<file path="config.mk">
export PLATFORM = sky130hd
export DESIGN_NAME = pressure_auto_zero_gain_flat
export DESIGN_NICKNAME = d
export VERILOG_FILES = /design/src/rtl/paz_pkg.sv /design/src/rtl/paz_if.sv /design/src/rtl/paz_diff_ser.sv /design/src/rtl/paz_scale_ser.sv /design/src/rtl/paz_gain_div.sv /design/src/rtl/pressure_auto_zero_gain.sv /design/src/flat_wrapper.sv
export SDC_FILE = /design/constraint.sdc
export NUM_CORES = 1
export LEC_CHECK = 0
export BUFFER_PORTS_ARGS = -buffer_cell sky130_fd_sc_hd__buf_2
export CORE_MARGIN = 5
export CORE_UTILIZATION = 51
export CTS_BUF_LIST = sky130_fd_sc_hd__clkbuf_16
export CTS_CLUSTER_DIAMETER = 100
export DETAILED_ROUTE_END_ITERATION = 12
export PLACE_DENSITY = 0.68
export SLEW_MARGIN = 40
export SYNTH_ARGS = -nofsm -noshare
export SYNTH_HDL_FRONTEND = slang
export SYNTH_SLANG_ARGS = --single-unit
</file>
<file path="constraint.sdc">
create_clock -name clk -period 13.9 [get_ports clk]
set_input_delay 2.78 -clock clk [delete_from_list [all_inputs] [get_ports clk]]
set_output_delay 2.78 -clock clk [all_outputs]
set_load 0.02 [all_outputs]
</file>
<file path="src/rtl/paz_pkg.sv">
// ----------------------------------------------------------------------------
// paz_pkg
// Shared widths, reset values and register codes of the pressure
// auto-zero and gain block.
// ----------------------------------------------------------------------------
package paz_pkg;

  localparam int SAMPLE_BITS     = 24;
  localparam int GAIN_FULL_SCALE = 1024;

  localparam int DEV_BITS  = SAMPLE_BITS + 1;
  localparam int GAIN_BITS = $clog2(GAIN_FULL_SCALE + 1);

  // register field widths
  localparam int DRIFT_BITS    = 24;
  localparam int SHIFT_BITS    = 5;
  localparam int OFFSET_BITS   = 9;
  localparam int FACTOR_BITS   = 11;
  localparam int CFG_DATA_BITS = 24;
  localparam int CFG_IDX_BITS  = 3;

  localparam logic [DRIFT_BITS-1:0]  DRIFT_LIMIT_RST  = DRIFT_BITS'(40960);
  localparam logic [SHIFT_BITS-1:0]  GAIN_SHIFT_RST   = SHIFT_BITS'(4);
  localparam logic [OFFSET_BITS-1:0] CURVE_OFFSET_RST = OFFSET_BITS'(64);
  localparam logic                   FIXED_MODE_RST   = 1'b0;
  localparam logic [FACTOR_BITS-1:0] FIXED_FACTOR_RST = FACTOR_BITS'(1024);

  // register indexes
  localparam logic [CFG_IDX_BITS-1:0] CFG_DRIFT_LIMIT  = CFG_IDX_BITS'(0);
  localparam logic [CFG_IDX_BITS-1:0] CFG_GAIN_SHIFT   = CFG_IDX_BITS'(1);
  localparam logic [CFG_IDX_BITS-1:0] CFG_CURVE_OFFSET = CFG_IDX_BITS'(2);
  localparam logic [CFG_IDX_BITS-1:0] CFG_FIXED_MODE   = CFG_IDX_BITS'(3);
  localparam logic [CFG_IDX_BITS-1:0] CFG_FIXED_FACTOR = CFG_IDX_BITS'(4);

  // serial compare/subtract
  localparam int SMP_CNT_BITS = $clog2(SAMPLE_BITS);

  // serial x6 then /5 scaler
  localparam int MUL_BITS       = SAMPLE_BITS + 3;
  localparam int MUL_CNT_BITS   = $clog2(MUL_BITS);
  localparam int SCALE_DIV      = 5;
  localparam int SCALE_REM_BITS = $clog2(SCALE_DIV);

  // gain curve divider
  localparam int NUM_BITS     = 2 * GAIN_BITS;
  localparam int NUM_CNT_BITS = $clog2(NUM_BITS);
  localparam int CMP_BITS     = (DEV_BITS > GAIN_BITS + 1) ? DEV_BITS : GAIN_BITS + 1;

  typedef struct packed {
    logic done;
    logic s_gt_b;
    logic drift_gt;
  } paz_diff_stat_t;

endpackage

</file>
<file path="src/rtl/paz_if.sv">
// ----------------------------------------------------------------------------
// paz_if
// Valid/ready channels: sensor items in, result items out.
// ----------------------------------------------------------------------------
interface paz_in_if;
  logic                            valid;
  logic                            ready;
  logic                            func;
  logic [paz_pkg::SAMPLE_BITS-1:0] sample;
  logic                            force_req;
  logic                            key_held;

  modport source (output valid, func, sample, force_req, key_held, input ready);
  modport sink   (input valid, func, sample, force_req, key_held, output ready);
endinterface

interface paz_out_if;
  logic                          valid;
  logic                          ready;
  logic [paz_pkg::DEV_BITS-1:0]  deviation;
  logic [paz_pkg::GAIN_BITS-1:0] gain;
  logic                          rezeroed;

  modport source (output valid, deviation, gain, rezeroed, input ready);
  modport sink   (input valid, deviation, gain, rezeroed, output ready);
endinterface

</file>
<file path="src/rtl/paz_diff_ser.sv">
// ----------------------------------------------------------------------------
// paz_diff_ser
// Bit-serial sample/baseline subtract in both directions, LSB first,
// with serial magnitude compare against the drift limit.
// ----------------------------------------------------------------------------
module paz_diff_ser (
  input  logic                              clk,
  input  logic                              rst,
  input  logic                              start,
  input  logic [paz_pkg::SAMPLE_BITS-1:0]   sample,
  input  logic [paz_pkg::SAMPLE_BITS-1:0]   baseline,
  input  logic [paz_pkg::DRIFT_BITS-1:0]    drift_limit,
  output paz_pkg::paz_diff_stat_t           stat,
  output logic [paz_pkg::SAMPLE_BITS-1:0]   diff_up,
  output logic [paz_pkg::SAMPLE_BITS-1:0]   diff_dn
);

  logic [paz_pkg::SAMPLE_BITS-1:0]  s_sh, b_sh, up_sh, dn_sh;
  logic [paz_pkg::DRIFT_BITS-1:0]   l_sh;
  logic [paz_pkg::SMP_CNT_BITS-1:0] cnt;
  logic busy, done;
  logic bor_up, bor_dn, gt_up, gt_dn;
  logic sb, bb, lb, ub, db;

  assign sb = s_sh[0];
  assign bb = b_sh[0];
  assign lb = l_sh[0];
  assign ub = sb ^ bb ^ bor_up;
  assign db = bb ^ sb ^ bor_dn;

  always_ff @(posedge clk) begin
    if (rst) begin
      busy <= 1'b0;
      done <= 1'b0;
      cnt  <= '0;
    end else begin
      done <= 1'b0;
      if (start) begin
        busy   <= 1'b1;
        cnt    <= '0;
        s_sh   <= sample;
        b_sh   <= baseline;
        l_sh   <= drift_limit;
        bor_up <= 1'b0;
        bor_dn <= 1'b0;
        gt_up  <= 1'b0;
        gt_dn  <= 1'b0;
      end else if (busy) begin
        s_sh   <= s_sh >> 1;
        b_sh   <= b_sh >> 1;
        l_sh   <= l_sh >> 1;
        up_sh  <= {ub, up_sh[paz_pkg::SAMPLE_BITS-1:1]};
        dn_sh  <= {db, dn_sh[paz_pkg::SAMPLE_BITS-1:1]};
        bor_up <= (~sb & bb) | (~(sb ^ bb) & bor_up);
        bor_dn <= (~bb & sb) | (~(bb ^ sb) & bor_dn);
        // LSB-first compare: a higher bit overrides
        gt_up  <= (ub & ~lb) | (gt_up & ~(ub ^ lb));
        gt_dn  <= (db & ~lb) | (gt_dn & ~(db ^ lb));
        cnt    <= cnt + 1'b1;
        if (cnt == paz_pkg::SMP_CNT_BITS'(paz_pkg::SAMPLE_BITS - 1)) begin
          busy <= 1'b0;
          done <= 1'b1;
        end
      end
    end
  end

  // baseline - sample borrows out exactly when sample > baseline
  assign stat.done     = done;
  assign stat.s_gt_b   = bor_dn;
  assign stat.drift_gt = bor_dn ? gt_up : gt_dn;
  assign diff_up       = up_sh;
  assign diff_dn       = dn_sh;

endmodule

</file>
<file path="src/rtl/paz_scale_ser.sv">
// ----------------------------------------------------------------------------
// paz_scale_ser
// Bit-serial floor(d*6/5): shift-add x6 LSB first, then restoring
// divide by five MSB first in the same shift register.
// ----------------------------------------------------------------------------
module paz_scale_ser (
  input  logic                             clk,
  input  logic                             rst,
  input  logic                             start,
  input  logic [paz_pkg::SAMPLE_BITS-1:0]  d,
  output logic                             done,
  output logic [paz_pkg::DEV_BITS-1:0]     q
);

  typedef enum logic [1:0] {S_IDLE, S_MUL, S_DIV} scale_state_t;

  scale_state_t                      state;
  logic [paz_pkg::SAMPLE_BITS-1:0]   d_sh;
  logic [paz_pkg::MUL_BITS-1:0]      p_sh;
  logic [paz_pkg::MUL_CNT_BITS-1:0]  cnt;
  logic [paz_pkg::SCALE_REM_BITS-1:0] rem;
  logic [paz_pkg::SCALE_REM_BITS:0]   r2;
  logic d1, d2, carry, pbit, ge;

  // bit k of 6d = bit k-1 of d + bit k-2 of d + carry
  assign pbit = d1 ^ d2 ^ carry;
  assign r2   = {rem, p_sh[paz_pkg::MUL_BITS-1]};
  assign ge   = r2 >= (paz_pkg::SCALE_REM_BITS + 1)'(paz_pkg::SCALE_DIV);

  always_ff @(posedge clk) begin
    if (rst) begin
      state <= S_IDLE;
      done  <= 1'b0;
      cnt   <= '0;
    end else begin
      done <= 1'b0;
      unique case (state)
        S_IDLE: begin
          if (start) begin
            d_sh  <= d;
            d1    <= 1'b0;
            d2    <= 1'b0;
            carry <= 1'b0;
            cnt   <= '0;
            state <= S_MUL;
          end
        end
        S_MUL: begin
          d_sh  <= d_sh >> 1;
          d1    <= d_sh[0];
          d2    <= d1;
          carry <= (d1 & d2) | (d1 & carry) | (d2 & carry);
          p_sh  <= {pbit, p_sh[paz_pkg::MUL_BITS-1:1]};
          cnt   <= cnt + 1'b1;
          if (cnt == paz_pkg::MUL_CNT_BITS'(paz_pkg::MUL_BITS - 1)) begin
            cnt   <= '0;
            rem   <= '0;
            state <= S_DIV;
          end
        end
        S_DIV: begin
          p_sh <= {p_sh[paz_pkg::MUL_BITS-2:0], ge};
          rem  <= ge ? paz_pkg::SCALE_REM_BITS'(r2 -
                       (paz_pkg::SCALE_REM_BITS + 1)'(paz_pkg::SCALE_DIV))
                     : r2[paz_pkg::SCALE_REM_BITS-1:0];
          cnt  <= cnt + 1'b1;
          if (cnt == paz_pkg::MUL_CNT_BITS'(paz_pkg::MUL_BITS - 1)) begin
            done  <= 1'b1;
            state <= S_IDLE;
          end
        end
        default: state <= S_IDLE;
      endcase
    end
  end

  assign q = p_sh[paz_pkg::DEV_BITS-1:0];

endmodule

</file>
<file path="src/rtl/paz_gain_div.sv">
// ----------------------------------------------------------------------------
// paz_gain_div
// Gain curve: shift, fixed-mode and dead-zone checks, then one quotient bit per cycle on the sloped middle.
// ----------------------------------------------------------------------------
module paz_gain_div (
  input  logic                              clk,
  input  logic                              rst,
  input  logic                              start,
  input  logic [paz_pkg::DEV_BITS-1:0]      dev,
  input  logic [paz_pkg::SHIFT_BITS-1:0]    gain_shift,
  input  logic [paz_pkg::OFFSET_BITS-1:0]   curve_offset,
  input  logic                              fixed_mode,
  input  logic [paz_pkg::FACTOR_BITS-1:0]   fixed_factor,
  output logic                              done,
  output logic [paz_pkg::GAIN_BITS-1:0]     gain
);

  typedef enum logic [1:0] {G_IDLE, G_PREP, G_DIV} gain_state_t;

  localparam int SH_BITS = paz_pkg::SHIFT_BITS + 1;

  gain_state_t                        state;
  logic [paz_pkg::DEV_BITS-1:0]       t;
  logic [paz_pkg::NUM_BITS-1:0]       num_sh;
  logic [paz_pkg::GAIN_BITS-1:0]      den, rem;
  logic [paz_pkg::NUM_CNT_BITS-1:0]   cnt;
  logic [SH_BITS-1:0]                 sh_amt;
  logic [paz_pkg::CMP_BITS-1:0]       t_c, off_c, fs_c, ff_c, span_c, rel_c;
  logic [paz_pkg::GAIN_BITS-1:0]      fixed_gain;
  logic [paz_pkg::NUM_BITS-1:0]       prod;
  logic                               mid_ok;
  logic [paz_pkg::GAIN_BITS:0]        r2;
  logic                               ge;

  assign sh_amt = SH_BITS'(gain_shift) + SH_BITS'(2);

  assign t_c    = paz_pkg::CMP_BITS'(t);
  assign off_c  = paz_pkg::CMP_BITS'(curve_offset);
  assign fs_c   = paz_pkg::CMP_BITS'(paz_pkg::GAIN_FULL_SCALE);
  assign ff_c   = paz_pkg::CMP_BITS'(fixed_factor);
  assign span_c = fs_c - (off_c << 1);
  assign rel_c  = t_c - off_c;
  assign mid_ok = ((off_c << 1) < fs_c) && (t_c <= fs_c - off_c);
  assign prod   = paz_pkg::NUM_BITS'(rel_c[paz_pkg::GAIN_BITS-1:0]) *
                  paz_pkg::NUM_BITS'(paz_pkg::GAIN_FULL_SCALE);
  assign fixed_gain = (ff_c > fs_c) ? paz_pkg::GAIN_BITS'(paz_pkg::GAIN_FULL_SCALE)
                                    : ff_c[paz_pkg::GAIN_BITS-1:0];

  assign r2 = {rem, num_sh[paz_pkg::NUM_BITS-1]};
  assign ge = r2 >= {1'b0, den};

  always_ff @(posedge clk) begin
    if (rst) begin
      state <= G_IDLE;
      done  <= 1'b0;
      cnt   <= '0;
    end else begin
      done <= 1'b0;
      unique case (state)
        G_IDLE: begin
          if (start) begin
            t     <= dev >> sh_amt;
            state <= G_PREP;
          end
        end
        G_PREP: begin
          priority if (fixed_mode) begin
            gain  <= fixed_gain;
            done  <= 1'b1;
            state <= G_IDLE;
          end else if (t_c < off_c) begin
            gain  <= '0;
            done  <= 1'b1;
            state <= G_IDLE;
          end else if (mid_ok) begin
            num_sh <= prod;
            den    <= span_c[paz_pkg::GAIN_BITS-1:0];
            rem    <= '0;
            cnt    <= '0;
            state  <= G_DIV;
          end else begin
            gain  <= paz_pkg::GAIN_BITS'(paz_pkg::GAIN_FULL_SCALE);
            done  <= 1'b1;
            state <= G_IDLE;
          end
        end
        G_DIV: begin
          num_sh <= {num_sh[paz_pkg::NUM_BITS-2:0], ge};
          rem    <= ge ? paz_pkg::GAIN_BITS'(r2 - {1'b0, den})
                       : r2[paz_pkg::GAIN_BITS-1:0];
          cnt    <= cnt + 1'b1;
          if (cnt == paz_pkg::NUM_CNT_BITS'(paz_pkg::NUM_BITS - 1)) begin
            // quotient never exceeds full scale
            gain  <= {num_sh[paz_pkg::GAIN_BITS-2:0], ge};
            done  <= 1'b1;
            state <= G_IDLE;
          end
        end
        default: state <= G_IDLE;
      endcase
    end
  end

endmodule

</file>
<file path="src/rtl/pressure_auto_zero_gain.sv">
// ----------------------------------------------------------------------------
// pressure_auto_zero_gain
// Pressure baseline tracking with auto-zero and a gain curve, bit-serial.
// ----------------------------------------------------------------------------
// One item is in flight at a time. sensor.ready is high whenever the
// sequencer is idle. A finished result parks in the output register, so the
// next item can enter while it waits. A zero request gives no result and
// leaves the sequencer idle. A sample goes through the bit-serial
// subtract/compare (start, one bit per cycle, handoff), then the gain curve,
// and is then loaded into the output register. Outside fixed mode, the gain
// divider runs when t lands on the sloped middle of the curve. The serial x6
// and /5 run first when the sample sits at or below the baseline and is not
// re-zeroed. The next item can be accepted the cycle after the result is
// loaded; a finished item first waits for a full output register to drain.
// The bit-serial units are the one-bit-per-cycle subtractor, the
// one-bit-per-cycle 6/5 scaler and the one-quotient-bit-per-cycle gain
// divider. Registers are to be written by the user on the plain cfg port
// only while idle; the block itself does not enforce this.
// ----------------------------------------------------------------------------
module pressure_auto_zero_gain (
  input  logic                                clk,
  input  logic                                rst,
  paz_in_if.sink                              sensor,
  paz_out_if.source                           result,
  input  logic                                cfg_we,
  input  logic [paz_pkg::CFG_IDX_BITS-1:0]    cfg_index,
  input  logic [paz_pkg::CFG_DATA_BITS-1:0]   cfg_data
);

  typedef enum logic [2:0] {ST_IDLE, ST_DIFF, ST_SCALE, ST_GAIN, ST_OUT} top_state_t;

  top_state_t state;

  // configuration
  logic [paz_pkg::DRIFT_BITS-1:0]  drift_limit;
  logic [paz_pkg::SHIFT_BITS-1:0]  gain_shift;
  logic [paz_pkg::OFFSET_BITS-1:0] curve_offset;
  logic                            fixed_mode;
  logic [paz_pkg::FACTOR_BITS-1:0] fixed_factor;

  // block state
  logic [paz_pkg::SAMPLE_BITS-1:0] baseline;
  logic zero_pending, force_pending;

  // per-item working regs
  logic [paz_pkg::SAMPLE_BITS-1:0] smp;
  logic [paz_pkg::DEV_BITS-1:0]    dev;
  logic                            rez;
  logic diff_start, scale_start, gain_start;

  // output register
  logic                          out_valid;
  logic [paz_pkg::DEV_BITS-1:0]  out_dev;
  logic [paz_pkg::GAIN_BITS-1:0] out_gain;
  logic                          out_rez;

  paz_pkg::paz_diff_stat_t         diff_stat;
  logic [paz_pkg::SAMPLE_BITS-1:0] diff_up, diff_dn;
  logic                            scale_done, gain_done;
  logic [paz_pkg::DEV_BITS-1:0]    scale_q;
  logic [paz_pkg::GAIN_BITS-1:0]   gain_val;
  logic                            in_take, rez_now, out_load;

  assign sensor.ready = (state == ST_IDLE);
  assign in_take      = sensor.valid && sensor.ready;
  // re-zero when armed and drifted far enough, or when forced
  assign rez_now      = zero_pending && (diff_stat.drift_gt || force_pending);
  // output register takes the new item when free or emptying this cycle
  assign out_load     = (state == ST_OUT) && (!out_valid || result.ready);

  // config writes; unknown indexes fall through
  always_ff @(posedge clk) begin
    if (rst) begin
      drift_limit  <= paz_pkg::DRIFT_LIMIT_RST;
      gain_shift   <= paz_pkg::GAIN_SHIFT_RST;
      curve_offset <= paz_pkg::CURVE_OFFSET_RST;
      fixed_mode   <= paz_pkg::FIXED_MODE_RST;
      fixed_factor <= paz_pkg::FIXED_FACTOR_RST;
    end else if (cfg_we) begin
      case (cfg_index)
        paz_pkg::CFG_DRIFT_LIMIT:  drift_limit  <= cfg_data[paz_pkg::DRIFT_BITS-1:0];
        paz_pkg::CFG_GAIN_SHIFT:   gain_shift   <= cfg_data[paz_pkg::SHIFT_BITS-1:0];
        paz_pkg::CFG_CURVE_OFFSET: curve_offset <= cfg_data[paz_pkg::OFFSET_BITS-1:0];
        paz_pkg::CFG_FIXED_MODE:   fixed_mode   <= cfg_data[0];
        paz_pkg::CFG_FIXED_FACTOR: fixed_factor <= cfg_data[paz_pkg::FACTOR_BITS-1:0];
        default: ;
      endcase
    end
  end

  // sequencer
  always_ff @(posedge clk) begin
    if (rst) begin
      state         <= ST_IDLE;
      baseline      <= '0;
      zero_pending  <= 1'b0;
      force_pending <= 1'b0;
      diff_start    <= 1'b0;
      scale_start   <= 1'b0;
      gain_start    <= 1'b0;
      out_valid     <= 1'b0;
    end else begin
      diff_start  <= 1'b0;
      scale_start <= 1'b0;
      gain_start  <= 1'b0;
      if (out_load) begin
        out_valid <= 1'b1;
      end else if (result.valid && result.ready) begin
        out_valid <= 1'b0;
      end
      unique case (state)
        ST_IDLE: begin
          if (in_take) begin
            if (sensor.func) begin
              // zero request; a held key masks it, a new one overwrites force
              if (!sensor.key_held) begin
                zero_pending  <= 1'b1;
                force_pending <= sensor.force_req;
              end
            end else begin
              smp        <= sensor.sample;
              diff_start <= 1'b1;
              state      <= ST_DIFF;
            end
          end
        end
        ST_DIFF: begin
          if (diff_stat.done) begin
            zero_pending  <= 1'b0;
            force_pending <= 1'b0;
            rez           <= rez_now;
            priority if (rez_now) begin
              baseline   <= smp;
              dev        <= '0;
              gain_start <= 1'b1;
              state      <= ST_GAIN;
            end else if (diff_stat.s_gt_b) begin
              dev        <= paz_pkg::DEV_BITS'(diff_up);
              gain_start <= 1'b1;
              state      <= ST_GAIN;
            end else begin
              // at or below baseline: scale by 6/5
              scale_start <= 1'b1;
              state       <= ST_SCALE;
            end
          end
        end
        ST_SCALE: begin
          if (scale_done) begin
            dev        <= scale_q;
            gain_start <= 1'b1;
            state      <= ST_GAIN;
          end
        end
        ST_GAIN: begin
          // gain_val holds until the next gain start
          if (gain_done) begin
            state <= ST_OUT;
          end
        end
        ST_OUT: begin
          // wait for the output register to free up
          if (out_load) begin
            out_dev  <= dev;
            out_gain <= gain_val;
            out_rez  <= rez;
            state    <= ST_IDLE;
          end
        end
        default: state <= ST_IDLE;
      endcase
    end
  end

  assign result.valid     = out_valid;
  assign result.deviation = out_dev;
  assign result.gain      = out_gain;
  assign result.rezeroed  = out_rez;

  paz_diff_ser u_diff (
    .clk         (clk),
    .rst         (rst),
    .start       (diff_start),
    .sample      (smp),
    .baseline    (baseline),
    .drift_limit (drift_limit),
    .stat        (diff_stat),
    .diff_up     (diff_up),
    .diff_dn     (diff_dn)
  );

  paz_scale_ser u_scale (
    .clk   (clk),
    .rst   (rst),
    .start (scale_start),
    .d     (diff_dn),
    .done  (scale_done),
    .q     (scale_q)
  );

  paz_gain_div u_gain (
    .clk          (clk),
    .rst          (rst),
    .start        (gain_start),
    .dev          (dev),
    .gain_shift   (gain_shift),
    .curve_offset (curve_offset),
    .fixed_mode   (fixed_mode),
    .fixed_factor (fixed_factor),
    .done         (gain_done),
    .gain         (gain_val)
  );

endmodule
</file>
<file path="src/flat_wrapper.sv">
// flat-port wrapper written by rule: the top's interface ports become plain ports
module pressure_auto_zero_gain_flat 
  (clk, rst, cfg_we, cfg_index, cfg_data, sensor_valid, sensor_func, sensor_sample, sensor_force_req, sensor_key_held, sensor_ready, result_valid, result_deviation, result_gain, result_rezeroed, result_ready);
  paz_in_if sensor_i ();
  paz_out_if result_i ();
  input  logic clk;
  input  logic rst;
  input  logic cfg_we;
  input  logic [paz_pkg::CFG_IDX_BITS-1:0] cfg_index;
  input  logic [paz_pkg::CFG_DATA_BITS-1:0] cfg_data;
  input wire logic [$bits(sensor_i.valid)-1:0] sensor_valid;
  input wire logic [$bits(sensor_i.func)-1:0] sensor_func;
  input wire logic [$bits(sensor_i.sample)-1:0] sensor_sample;
  input wire logic [$bits(sensor_i.force_req)-1:0] sensor_force_req;
  input wire logic [$bits(sensor_i.key_held)-1:0] sensor_key_held;
  output wire logic [$bits(sensor_i.ready)-1:0] sensor_ready;
  output wire logic [$bits(result_i.valid)-1:0] result_valid;
  output wire logic [$bits(result_i.deviation)-1:0] result_deviation;
  output wire logic [$bits(result_i.gain)-1:0] result_gain;
  output wire logic [$bits(result_i.rezeroed)-1:0] result_rezeroed;
  input wire logic [$bits(result_i.ready)-1:0] result_ready;
  assign sensor_i.valid = sensor_valid;
  assign sensor_i.func = sensor_func;
  assign sensor_i.sample = sensor_sample;
  assign sensor_i.force_req = sensor_force_req;
  assign sensor_i.key_held = sensor_key_held;
  assign sensor_ready = sensor_i.ready;
  assign result_valid = result_i.valid;
  assign result_deviation = result_i.deviation;
  assign result_gain = result_i.gain;
  assign result_rezeroed = result_i.rezeroed;
  assign result_i.ready = result_ready;
  pressure_auto_zero_gain u_core (.clk(clk), .rst(rst), .sensor(sensor_i), .result(result_i), .cfg_we(cfg_we), .cfg_index(cfg_index), .cfg_data(cfg_data));
endmodule
</file>
* Word level (Yosys, flattened, before mapping)
Cells that the tools add are included.
** Storage, ports and cells
- Register bits after elaboration :: 454
- RAM bits :: 0
- Memories :: 0
- Output and inout bits :: 39
- Memory bits (read-only) :: 0
- Bits of input ports :: 59
- Latch bits :: 0
** Operators by class
- Reductions and logical operators :: 50
- Bitwise logic cells :: 41
- Equality and inequality tests :: 33
- Mux-type cells :: 95
- Div/mod/pow operators :: 0
- Shift operators :: 1
- $add $sub $neg :: 9
- Magnitude comparators :: 6
- $mul :: 0
** Operators with widths (count)
- $mux W24 :: 7
- $mux W25 :: 4
- $mux W11 :: 9
- $mux W22 :: 3
- $pmux W27 S2 :: 1
- $pmux W25 S2 :: 1
- $pmux W24 S2 :: 1
- $pmux W11 S2 :: 2
- $pmux W22 S2 :: 1
- $mux W1 :: 31
- $mux W3 :: 9
- $ne A2 B2 Y1 const B :: 13
- $le A25 B25 Y1 :: 1
- $lt A25 B9 Y1 :: 1
- $mux W5 :: 5
- $shr A25 B6 Y25 :: 1
- $reduce_and A3 Y1 :: 8
- $reduce_and A5 Y1 :: 4
- $reduce_and A2 Y1 :: 9
- $not A1 Y1 :: 17
- $mux W2 :: 8
- $add A5 B1 Y5 const B :: 3
- $eq A5 B5 Y1 const B :: 3
- $pmux W3 S5 :: 1
- 38 further kinds :: 92

* Depth between registers and ports, before layout
Gate-level depths: netlist of the first run.
- Depth in word-level cells :: 7
- Mapped depth :: 15
- Depth with buffers taken out :: 14

* Modules after synthesis
A second synthesis of the first run with hierarchy kept.
** Unflattened totals
- Cell total of the unflattened synthesis :: 1525
- Area, all modules :: 19950.4 um^2
** By module, submodules not included
- pressure_auto_zero_gain :: area each 6100.9 um^2, cells an instance 492, times used 1
- paz_gain_div :: area each 5625.4 um^2, cells an instance 556, times used 1
- paz_diff_ser :: area each 5083.6 um^2, cells an instance 257, times used 1
- paz_scale_ser :: area each 3140.5 um^2, cells an instance 220, times used 1

* Least setup slack after synthesis of the first run
No wires, ideal clock.
- Path kind :: input port to flip-flop
- Start :: in rst
- End :: reg u_core.u_diff.b_sh[0] (netlist name) (enable)
- Slack :: 7017 ps
- Library setup time :: 511 ps
- Stages on the path :: 3
- Path buffers :: 2
- Data arrival time :: 6372 ps
- Cell sequence :: clkbuf_1 > buf_1 > nor2_1
** Between the ends
- Word-level cells in the longest chain between the ends :: 2
** Ends and longest elaborated chain
- from (decl) :: line flat_wrapper.sv:7 : input logic rst;
- $not A1 Y1 (no line)
- $reduce_and A2 Y1 (no line)
- to (signal assigned) :: line paz_diff_ser.sv:42 : b_sh <= baseline;
- to (signal assigned) :: line paz_diff_ser.sv:50 : b_sh <= b_sh >> 1;
- to (decl) :: line paz_diff_ser.sv:18 : logic [paz_pkg::SAMPLE_BITS-1:0] s_sh, b_sh, up_sh, dn_sh;
Every way passes these cells.
A chain may end at the register's enable or synchronous reset.

* Worst setup path in the final report of the first run
- Start :: reg u_core.state[0]
- End :: out sensor_ready
** Between the ends
- Word-level cells in the longest chain between the ends :: 1
** Ends and longest elaborated chain
- from (decl) :: line pressure_auto_zero_gain.sv:32 : top_state_t state;
- from (signal assigned) :: line pressure_auto_zero_gain.sv:94 : state <= ST_IDLE;
- from (signal assigned) :: line pressure_auto_zero_gain.sv:123 : state <= ST_DIFF;
- from (signal assigned) :: line pressure_auto_zero_gain.sv:136 : state <= ST_GAIN;
- $logic_not A3 Y1 :: line pressure_auto_zero_gain.sv:64 : assign sensor.ready = (state == ST_IDLE);
- to (decl) :: line flat_wrapper.sv:16 : output wire logic [$bits(sensor_i.ready)-1:0] sensor_ready;
Every way passes these cells.

==> results.md, run 1 <==
* CTS tree: done
* Vias in the first global route at roughly 12000
* DR vias at 11865
* DR DRC count at 0
* # resized after CTS at 0
* Synth Instances at around 1500
* PwrDens at 126 nW/um^2
* Reg clk slew, reported paths at 0.06 ns
* Synth area leaders: edfxtp_1, dfxtp_1, mux2_2
* Final Cycle Share at between 30% and 40%
* Fin crit period at 4.54 ns
* Worst path slowest cell: dfxtp_1
* Worst Hold Class: register to register
* Worst-path fanout max at 15
* Avg Synthesized Cell Area at 12.6 um^2
* CTS hold repair buffers at 0
* Placed cells at approximately 2100
* Post-CTS setup buffer count at 0
* Worst EP required at around 11 ns
* Maximum vdd ir drop at approximately 93 uV
* Clk sink count at between 400 and 500
* Fmax at between 200 and 250 MHz
* Pre-CTS WS at just under 9 ns
* DR pass1 iterations at 5
* GRT Overall Usage at approximately 18%
* Fraction of layout cells with a size suffix above 1 at just over 20%
* Effective utilization at floorplan at between 50% and 60%
* Post-synthesis sequential area ratio at 64.1%
* Crit. Startpoint: u_core.state[0]
* Remaining global-route overflow at 0
* Layout net count at about 1700
* Synth cell count leaders: edfxtp_1, nand2_1, mux2_2
* End point of the critical path: sensor_ready
* Die width at between 200 and 250 um
* Hpwl dp at ~25000 um
* First-pass GRT wire length at 60700 um
* Clock root cell: clkbuf_16
* Final worst setup slack at 9.36 ns
* CP Capture Type: output port
* CP Cell Sequence: nor3_1, buf_2
* Worst-case reg-to-reg path depth at 11
* PortBufs at 97
* Area share of the largest cell type after synthesis at a little over half
* Crit path kind: register to output port
* EDFF count, synth at 345
* # rows at just over 70
* Setup Skew at around 0.011 ns
* R2R Setup Slk at 10.37 ns
* # Max-Cap Violations at 0
* TritonCTS Buffers at 47
* CP Launch Type: register
* Gpl congestion at approximately 0.85
* Ports at 98
* Final Non-Filler Cells at around 2200
* Netlist Area Pre-Place at ~20000 um^2
* Reg2reg end: u_core.u_gain.rem[9]
* Max incr delay on CP at 0.48 ns
* Post-Syn Nets at about 1700
* Final setup TNS at 0 ns
* Diodes inserted at 0
* H-tree Lvls at 2
* Core area at 37700 um^2
* Final Hold Fails at 0
* Iteration-0 DRC count of the detailed router at 1005
* Max_slew headroom at between 40% and 50%
* Die H at 205 um
* Max-slew violation count at 0
* Unrepaired setup endpoints after global routing: false
* Tightest Pin Transition at between 0.7 and 0.8 ns
* Die area at 42200 um^2
* FFs w/ async S/R, synth at 0%
* Worst r2r src: u_core.curve_offset[4]
* Syn-to-layout area delta at 13.1%
* Crit path DAT at between 1.5 and 2 ns
* Pin count of the biggest net entering global routing at slightly below 80
* Drt wl/cell at 17.1 um
* Synthesis Warnings at 0
* Clock Latency Late Sink at between 0.5 and 0.6 ns
* Status: finished clean
* Leak Pwr at about 8 nW
* Final wirelength at around 37000 um
* Setup violators final at 0
* Antenna Nets Post-Route at 0
* Via-to-Cell Ratio at ~5.4
* Dominant cell by count in the synthesized netlist: edfxtp_1
* Register bit total from synthesis at 451
* Antenna violations before repair at 0
* Clock tree buffer depth at 3
* Post-synth top area cell: edfxtp_1
* Dominant register cell in the synthesized netlist: edfxtp_1
* Distinct cells, synth at 62
## metal layers
layer  GRT usage (%)  vias up  part of all wire [%]
met4            5.98        0                   2.5
li1                -     5809                     -
met5               0        -                     0
met2            29.0      243                    48
met3            2.90       70                   3.8
met1            24.3     5743                    46
## state kept, by name (all words and copies together) (netlist names), 23 cells and up
register and cells:
u_core.u_diff.diff_up 24, u_core.u_scale.p_sh 27, u_core.baseline 24, u_core.u_gain.t 23, u_core.drift_limit 24, u_core.u_diff.s_sh 24
u_core.smp 24, u_core.result.deviation 25, u_core.u_diff.diff_dn 24, u_core.dev 25, u_core.u_scale.d_sh 24, u_core.u_diff.l_sh 24
u_core.u_diff.b_sh 24
## cells in the final DEF, fill, tap and decap left out, types with 6 or more instances in the layout
cell type / instances
a211oi_1: 17
ha_1: 44
nor4_1: 10
o22ai_1: 7
buf_2: 96
a21oi_1: 100
dfxtp_1: 104
nand3b_1: 6
inv_1: 69
nor2_1: 78
and3_1: 9
nand4_1: 8
o31ai_1: 11
clkinv_1: 12
xnor2_1: 16
nand3_1: 24
nor3_1: 13
edfxtp_1: 345
buf_4: 20
xor2_1: 8
mux4_2: 10
mux2i_1: 32
and2_1: 28
clkbuf_16: 47
nand2_1: 233
nand2b_1: 11
a21o_1: 10
nor2b_1: 17
o21ai_0: 68
mux2_2: 124
## final cells by class
type | count | area (um^2)
clock inverter | 41 | 295
timing repair buffer | 118 | 662
fill | 3046 | 15600
sequential | 451 | 12500
inverter | 57 | 214
tap | 511 | 639
multi-input combinational | 964 | 6560
clock buffer | 47 | 1180
## worst max-delay path: cells and delay by family (launching register included)
kind	cells	cell delay (ns)
flops	1	0.48
simple gates	1	0.45
buf+inv	1	0.25
## where the power goes
part / switching, mW / total [mW] / internal [mW] / leakage (nW)
clock: 0.515 / 1.19 / 0.675 / 0.758
sequential: 0.0151 / 1.48 / 1.47 / 4.01
combinational: 0.0614 / 0.106 / 0.0448 / 3.03
total: 0.592 / 2.78 / 2.19 / 7.80
## how the worst min path moves through the flow
stage                                     start                          to  slack, ns  cells after the start
after global routing      u_core.u_gain.gain[0]       u_core.result.gain[0]       0.42                      0
after floorplan                   u_core.dev[0]  u_core.result.deviation[0]       0.40                      0
final                     u_core.u_gain.gain[2]       u_core.result.gain[2]       0.41                      0
after CTS                 u_core.u_gain.gain[2]       u_core.result.gain[2]       0.41                      0
after detailed placement  u_core.u_gain.gain[0]       u_core.result.gain[0]       0.40                      0
after global placement    u_core.u_gain.gain[0]       u_core.result.gain[0]       0.40                      0
## kinds of logic (layout without fill, tap and decap cells)
family / after synthesis / after routing / share of synthesized area, %
muxes: 166 / 166 / 9.97
AOI/OAI and AO/OA: 252 / 252 / 7.77
DFF: 451 / 451 / 64.1
buffers and inverters: 133 / 263 / 2.66
xor gates and xnor gates: 24 / 24 / 1.08
adders and majority gates: 50 / 50 / 3.40
and+or+nand+nor: 472 / 472 / 11.1
## per-stage QoR
| stage | total power [mW] | instance area [um^2] | hold WS (ns) | utilization (%) |
|---|---|---|---|---|
| 2_1_floorplan | 1.58 | 19500 | 0.400 | - |
| 4_1_cts | 2.81 | 22000 | 0.412 | 58.5 |
| 3_5_place_dp | 1.62 | 20500 | 0.405 | 54.6 |
| 5_1_grt | 2.89 | 22000 | 0.421 | 58.5 |
| 6_report | 2.78 | 22000 | 0.414 | 58.5 |
| 3_3_place_gp | 1.62 | 20500 | 0.404 | 54.4 |
Note: power is estimated with default switching activity, not from simulation.
==> run 2, diff against run 1 <==
- ABC_AREA: not set -> 1
- clock period: 13.9 -> 4.5 ns (I/O delays scaled with it)
==> results.md, run 2 <==
* Synth area leaders: edfxtp_1, dfxtp_1, nand2_1
* Core area at 37700 um^2 (unchanged)
* Unrepaired setup endpoints after global routing: false
* H-tree Lvls at 2 (unchanged)
* Maximum vdd ir drop at 321 uV (+250%)
* DR pass1 iterations at 8 (+3)
* Gpl congestion at 0.878 (+3.2%)
* EDFF count, synth at 345 (unchanged)
* Post-Syn Nets at 2058 (+24%)
* Distinct cells, synth at 43 (-31%)
* Setup violators final at 0 (unchanged)
* Avg Synthesized Cell Area at 9.98 um^2 (-21%)
* # rows at 71 (unchanged)
* Clock root cell: clkbuf_16
* GRT Overall Usage at 19.2% (+1.5 points)
* Die area at 42200 um^2 (-0.14%)
* Crit path DAT at 3.53 ns (+1.77 ns)
* First-pass GRT wire length at 66200 um (+9.1%)
* Status: finished clean
* Final Power at 10.9 mW (+290%)
* Most flops, register: u_core.u_scale.p_sh
* Final Cycle Share at ~74%
* Remaining global-route overflow at 0 (unchanged)
* CTS tree: done
* Post-synthesis sequential area ratio at 64.2% (+0.095 points)
* Worst r2r src: u_core.curve_offset[1]
* Tightest Pin Transition at 0.772 ns (-0.0251 ns)
* Synthesis Warnings at 0 (unchanged)
* Post-CTS setup buffer count at 0 (unchanged)
* Clk sink count at 451 (unchanged)
* CTS hold repair buffers at 0 (unchanged)
* Area share of the largest cell type after synthesis at 53.2% (+0.079 points)
* Leak Pwr at 9.04 nW (+16%)
* Simple-gate portion of the synthesized area at 17.4% (+6.3 points)
* Worst path slowest cell: inv_1
* Most used cell, CP: nand2_1
* Worst-path fanout max at 11 (-4)
* Worst Hold Class: register to register
* Main combinational cell family by area after synthesis: simple AND/OR/NAND/NOR gates
* Fillers at 3300 (+8.3%)
* Hold path startpoint: u_core.u_gain.gain[8]
* CP Launch Type: register
* Post-synth top area cell: edfxtp_1
* R2R Setup Slk at 1.16 ns (-9.21 ns)
* DR DRC count at 0 (unchanged)
* Setup Skew at 0.0204 ns (+0.00931 ns)
* PortBufs at 97 (unchanged)
* Register bit total from synthesis at 451 (unchanged)
* Vias in the first global route at 13176 (+13%)
* Max_slew headroom at 48.5% (+1.7 points)
* Drt wl/cell at 15.5 um (-9.2%)
* Die width at 205 um (about the same)
* Dominant cell by count in the synthesized netlist: nand2_1
* Synth Area in XOR/XNOR at 0.945% (-0.13 points)
* Fmax at approximately 300 MHz
* PwrDens at 496 nW/um^2 (+290%)
* Crit path kind: register to register
* Proportion of synthesized area in mux cells at 0.309% (-9.7 points)
* Max reg flops at 27 (unchanged)
* Finished Cell Area at 21900 um^2 (-0.55%)
* Hpwl dp at 26900 um (+8.4%)
* CP Cell Sequence: inv_1, ha_1, nand3_1, nor2_1, nand2_1, nor3_1, xor2_1, inv_1, ha_1, nand2_1, nor2_1, nand3_1, nand3_1, nand2_1, nand2_1, nand2_1, nand3_2, nand2_1, inv_1
* Via-to-Cell Ratio at 5.21 (-3.9%)
* Dominant register cell in the synthesized netlist: edfxtp_1
* Iteration-0 DRC count of the detailed router at 1049 (+4.4%)
* Synth Instances at 1949 (+26%)
* Adder-cell share of the synthesized area at 3.41% (+0.0050 points)
* # Max-Cap Violations at 0 (unchanged)
* Commonest cells after routing, fill and taps aside: nand2_1, edfxtp_1, inv_1, nor2_1, o21ai_0
* Clock Latency Late Sink at 0.56 ns (-0.02 ns)
* Diodes inserted at 0 (unchanged)
* Final Hold Fails at 0 (unchanged)
* Pin count of the biggest net entering global routing at 78 (+1.3%)
* Ports at 98 (unchanged)
* Final wirelength at 40100 um (+7.1%)
* Netlist Area Pre-Place at 19500 um^2 (-0.15%)
* # resized after CTS at 0 (unchanged)
* Commonest non-fill, non-tap cell in the layout: nand2_1
* FFs w/ async S/R, synth at 0% (unchanged)
* DR vias at 13464 (+13%)
* Effective utilization at floorplan at 51.7% (-0.076 points)
* Synth cell count leaders: nand2_1, edfxtp_1, nor2_1
* Antenna violations before repair at 0 (unchanged)
* Crit. Startpoint: u_core.curve_offset[1]
* Clock tree buffer depth at 3 (unchanged)
* Worst EP required at 4.70 ns (-6.42 ns)
* Placed Area at 20500 um^2 (-0.44%)
* Max incr delay on CP at 0.36 ns (-0.12 ns)
* CP Capture Type: register
* Layout net count at 2145 (+23%)
* Reg clk slew, reported paths at 0.06 ns (about the same)
* Antenna Nets Post-Route at 0 (unchanged)
* Compound-Gate Fraction of Synth Area at 8.50% (+0.73 points)
* Max-slew violation count at 0 (unchanged)
* Syn-to-layout area delta at 12.6%
* Fraction of layout cells with a size suffix above 1 at 9.65% (-11 points)
* Final setup TNS at 0 ns (unchanged)
* Fin crit period at about 3.3 ns
* Die H at 205 um (about the same)
* TritonCTS Buffers at 46 (-2.1%)
## run 2: cell types whose count changed in the layout (fill, tap and decap cells not counted), moves of 14 or more
cell | previous run | this run
o21ai_0 | 68 | 183
nor2b_1 | 17 | 0
and2_1 | 28 | 1
mux2i_1 | 32 | 6
mux2_2 | 124 | 0
nand2_1 | 233 | 516
a21oi_1 | 100 | 86
nand3_1 | 24 | 83
inv_1 | 69 | 202
nor2_1 | 78 | 190
## run 2: kinds of logic after synthesis
logic type                 Yosys count
and+or+nand+nor                    840
AOI/OAI and AO/OA                  312
DFF                                451
muxes                                6
xor gates and xnor gates            21
adders and majority gates           50
buffers and inverters              269
## run 2: worst paths after layout
path,end,cells after the start
max,u_core.u_gain.gain[7],19
min,u_core.result.gain[8],0
max reg2reg,u_core.u_gain.gain[7],19
min reg2reg,u_core.result.gain[8],0
## run 2: layout make-up
type	instances	area [um^2]	area share, %
Multi-Input combinational cell	1229	6000	27.4
Tap cell	511	639	2.92
Timing Repair Buffer	116	651	2.97
Inverter	192	721	3.29
Clock inverter	39	265	1.21
Clock buffer	46	1150	5.25
Sequential cell	451	12500	57.0
## run 2: power breakdown
group | switching, mW | internal (mW) | total, mW
clock network | 1.53 | 2.03 | 3.56
registers | 0.269 | 5.20 | 5.47
logic | 1.28 | 0.559 | 1.84
## run 2: worst max-delay path: cells and delay by family (launching register included)
family                     cells  cell delay, ns
adders and majority gates      2            0.48
xor gates and xnor gates       1            0.21
buffers and inverters          3            0.52
and+or+nand+nor               13            1.43
DFF                            1            0.34
## run 2: routing by layer
layer  routed length, um  part of all wire [%]  GRT usage (%)  vias up
met5                   0                     0              0        -
met4                 916                   2.3           5.53        0
met3                1980                   4.9           2.84       71
met2               19000                    47           31.5      321
met1               18200                    45           26.8     6358
li1                    -                     -              -     6714
## run 2: stage by stage
stage / util [%] / std cells / setup WS (ns) / hold WS [ns]
2_1_floorplan: - / 1949 / 0.137 / 0.400
3_3_place_gp: 54.3 / 2497 / 1.02 / 0.404
3_5_place_dp: 54.3 / 2497 / 1.00 / 0.405
4_1_cts: 58.1 / 2582 / 0.967 / 0.418
5_1_grt: 58.2 / 2584 / 0.852 / 0.423
6_report: 58.2 / 2584 / 1.16 / 0.417
==> run 3, diff against run 2 <==
- PLACE_DENSITY: 0.68 -> 0.71
- clock period: 4.5 -> 2.84 ns (I/O delays scaled with it)
==> results.md, run 3 (synthesis gave the netlist of run 2 again) <==
* Fraction of layout cells with a size suffix above 1 at 13.0% (+3.4 points)
* Worst r2r src: u_core.curve_offset[0]
* PortBufs at 97 (unchanged)
* Placed cells at 2519 (+0.88%)
* Worst EP required at 3.12 ns (-1.58 ns)
* Reg clk slew, reported paths at 0.06 ns (about the same)
* Fin crit period at 2.93 ns (-0.406 ns)
* Hold path startpoint: sensor_sample[23]
* Vias in the first global route at 13186 (+0.076%)
* Fillers at 3135 (-5.0%)
* Final Cycle Share at 103% (+29 points)
* Internal Power at 13.1 mW (+68%)
* DR pass1 iterations at 5 (-3)
* Commonest non-fill, non-tap cell in the layout: nand2_1
* Clock root cell: clkbuf_16
* DR DRC count at 0 (unchanged)
* Switching Share at 28.0% (-0.34 points)
* Final setup TNS at -3.04 ns (-3.04 ns)
* Worst path slowest cell: dfxtp_2
* Maximum vdd ir drop at 608 uV (+89%)
* Pin count of the biggest net entering global routing at 78 (unchanged)
* Setup violators final at 54 (+54)
* Antenna violations before repair at 0 (unchanged)
* Max_slew headroom at 45.5% (-3.0 points)
* Fmax at 341 MHz (+14%)
* Antenna Nets Post-Route at 0 (unchanged)
* # Max-Cap Violations at 0 (unchanged)
* Clk sink count at 451 (unchanged)
* Clock tree buffer depth at 3 (unchanged)
* Syn-to-layout area delta at 16.3%
* Diodes inserted at 0 (unchanged)
* Failing checks: negative setup slack
* Die area at 42200 um^2 (unchanged)
* Met2 WL post-DR at 19900 um (+5.1%)
* PwrDens at 802 nW/um^2 (+62%)
* Unrepaired setup endpoints after global routing: true
* Final wirelength at 40700 um (+1.5%)
* Comb pwr share at 17.3% (+0.4 points)
* Die H at 205 um (unchanged)
* Part of the power in the clock network at 35.0% (+2.2 points)
* Die width at 205 um (unchanged)
* Iteration-0 DRC count of the detailed router at 952 (-9.2%)
* Final Non-Filler Cells at 2620 (+1.4%)
* Crit path DAT at 3.21 ns (-0.32 ns)
* Clock Latency Late Sink at 0.56 ns (about the same)
* Worst-path fanout max at 4 (-7)
* Ports at 98 (unchanged)
* Met1 WL at 17800 um (-2.2%)
* CP Cell Sequence: inv_2, ha_4, nand3_4, nor2_4, nand2_2, nor3_2, xor2_1, inv_1, ha_4, a21o_1, nor2_2, nand3_1, nand2_1, nand2_2, nand2_4, nand2_4, a21oi_4, buf_6, clkbuf_16
* Most flops, register: u_core.u_scale.p_sh
* Commonest cells after routing, fill and taps aside: nand2_1, edfxtp_1, nor2_1, inv_1, o21ai_0
* Worst Hold Class: primary input to register
* Max-slew violation count at 0 (unchanged)
* Max reg flops at 27 (unchanged)
* GRT Overall Usage at 19.1% (-0.095 points)
* Met3 Wirelength at 1880 um (-5.3%)
* CP Launch Type: register
* Status: finished, violations left
* Gpl congestion at 0.880 (+0.23%)
* Core area at 37700 um^2 (unchanged)
* Crit path kind: register to register
* Remaining global-route overflow at 0 (unchanged)
* First-pass GRT wire length at 66200 um (about the same)
* Top sig layer: met4
* Tightest Pin Transition at 0.818 ns (+0.0458 ns)
* DR vias at 13668 (+1.5%)
* Final Hold Fails at 0 (unchanged)
* # rows at 71 (unchanged)
* Layout net count at 2180 (+1.6%)
* Max incr delay on CP at 0.34 ns (-0.02 ns)
* Final hold slack at 0.175 ns (-0.242 ns)
* Crit. Startpoint: u_core.curve_offset[0]
* Drt wl/cell at 15.5 um (+0.11%)
* Final worst setup slack at -0.0901 ns (-1.25 ns)
* Pre-CTS WS at -0.147 ns (-1.15 ns)
* Leak Pwr at 9.29 nW (+2.8%)
* Setup Skew at 0.0264 ns (+0.00608 ns)
* CTS tree: done
* CP Capture Type: register
* Hpwl dp at 26800 um (-0.39%)
* Via-to-Cell Ratio at 5.22 (+0.12%)
* Post-layout util at 60.1% (+1.9 points)
* Effective utilization at floorplan at 51.7% (unchanged)
* Seq pwr share at 47.7% (-2.6 points)
* TritonCTS Buffers at 46 (unchanged)
* H-tree Lvls at 2 (unchanged)
* Switching pwr at 5.08 mW (+65%)
[run 3: cell types whose count changed in the layout (fill, tap and decap cells not counted), sizes merged]
cell and change:
clkbuf +4, buf +34, inv -15, bufinv +4, clkinvlp +6, clkinv +3
[run 3: power groups by stage]
stage | Combinational (mW) | Clock, mW | Sequential [mW]
floorplan | 2.15 | 0 | 8.64
global placement | 2.88 | 0 | 8.76
detailed placement | 2.98 | 0 | 8.78
CTS | 3.10 | 6.48 | 8.65
global route | 3.59 | 6.77 | 8.73
finish | 3.14 | 6.34 | 8.66
[run 3: critical path: cells and delay by family, from the launching register on]
family                   cells  cell delay [ns]
flip-flops                   1             0.34
AND/OR/NAND/NOR             10             0.87
adder cells (fa/ha/maj)      2             0.39
buffers and inverters        4             0.50
XOR/XNOR                     1             0.22
AO/OA/AOI/OAI                2             0.33
[run 3: metal layers]
layer  vias up  global-route usage (%)
met5         -                       0
met4         0                    5.29
met3        79                    2.85
met2       304                    32.1
met1      6495                    26.1
li1       6790                       -
[run 3: timing repair]
item,4_1_cts,5_1_grt
buffers inserted,8,4
gates cloned,2,2
pin swaps,0,4
gates resized for setup,12,15
hold buffers,0,0
endpoints found under the setup margin,54,61
[run 3: cell type report]
type                            count  area (um^2)  share of cell area [%]
Clock buffer                       49         1230                    5.42
Clock inverter                     37          394                    1.74
Timing Repair Buffer              151         1020                    4.49
Multi-Input combinational cell   1229         6140                    27.2
Sequential cell                   451        12500                    55.2
Tap cell                          511          639                    2.83
Inverter                          192          721                    3.19
[run 3: final timing paths]
check                             to  cells after the start  slack (ns)
min reg2reg    u_core.result.gain[1]                      0        0.42
min                   u_core.smp[23]                      1        0.18
max          u_core.u_gain.num_sh[7]                     19       -0.09
max reg2reg  u_core.u_gain.num_sh[7]                     19       -0.09
[run 3: per-stage QoR]
stage / power [mW] / instance area [um^2]
6_report: 18.1 / 22600
3_5_place_dp: 11.8 / 20700
4_1_cts: 18.2 / 22500
5_1_grt: 19.1 / 22600
3_3_place_gp: 11.6 / 20700
2_1_floorplan: 10.8 / 19500
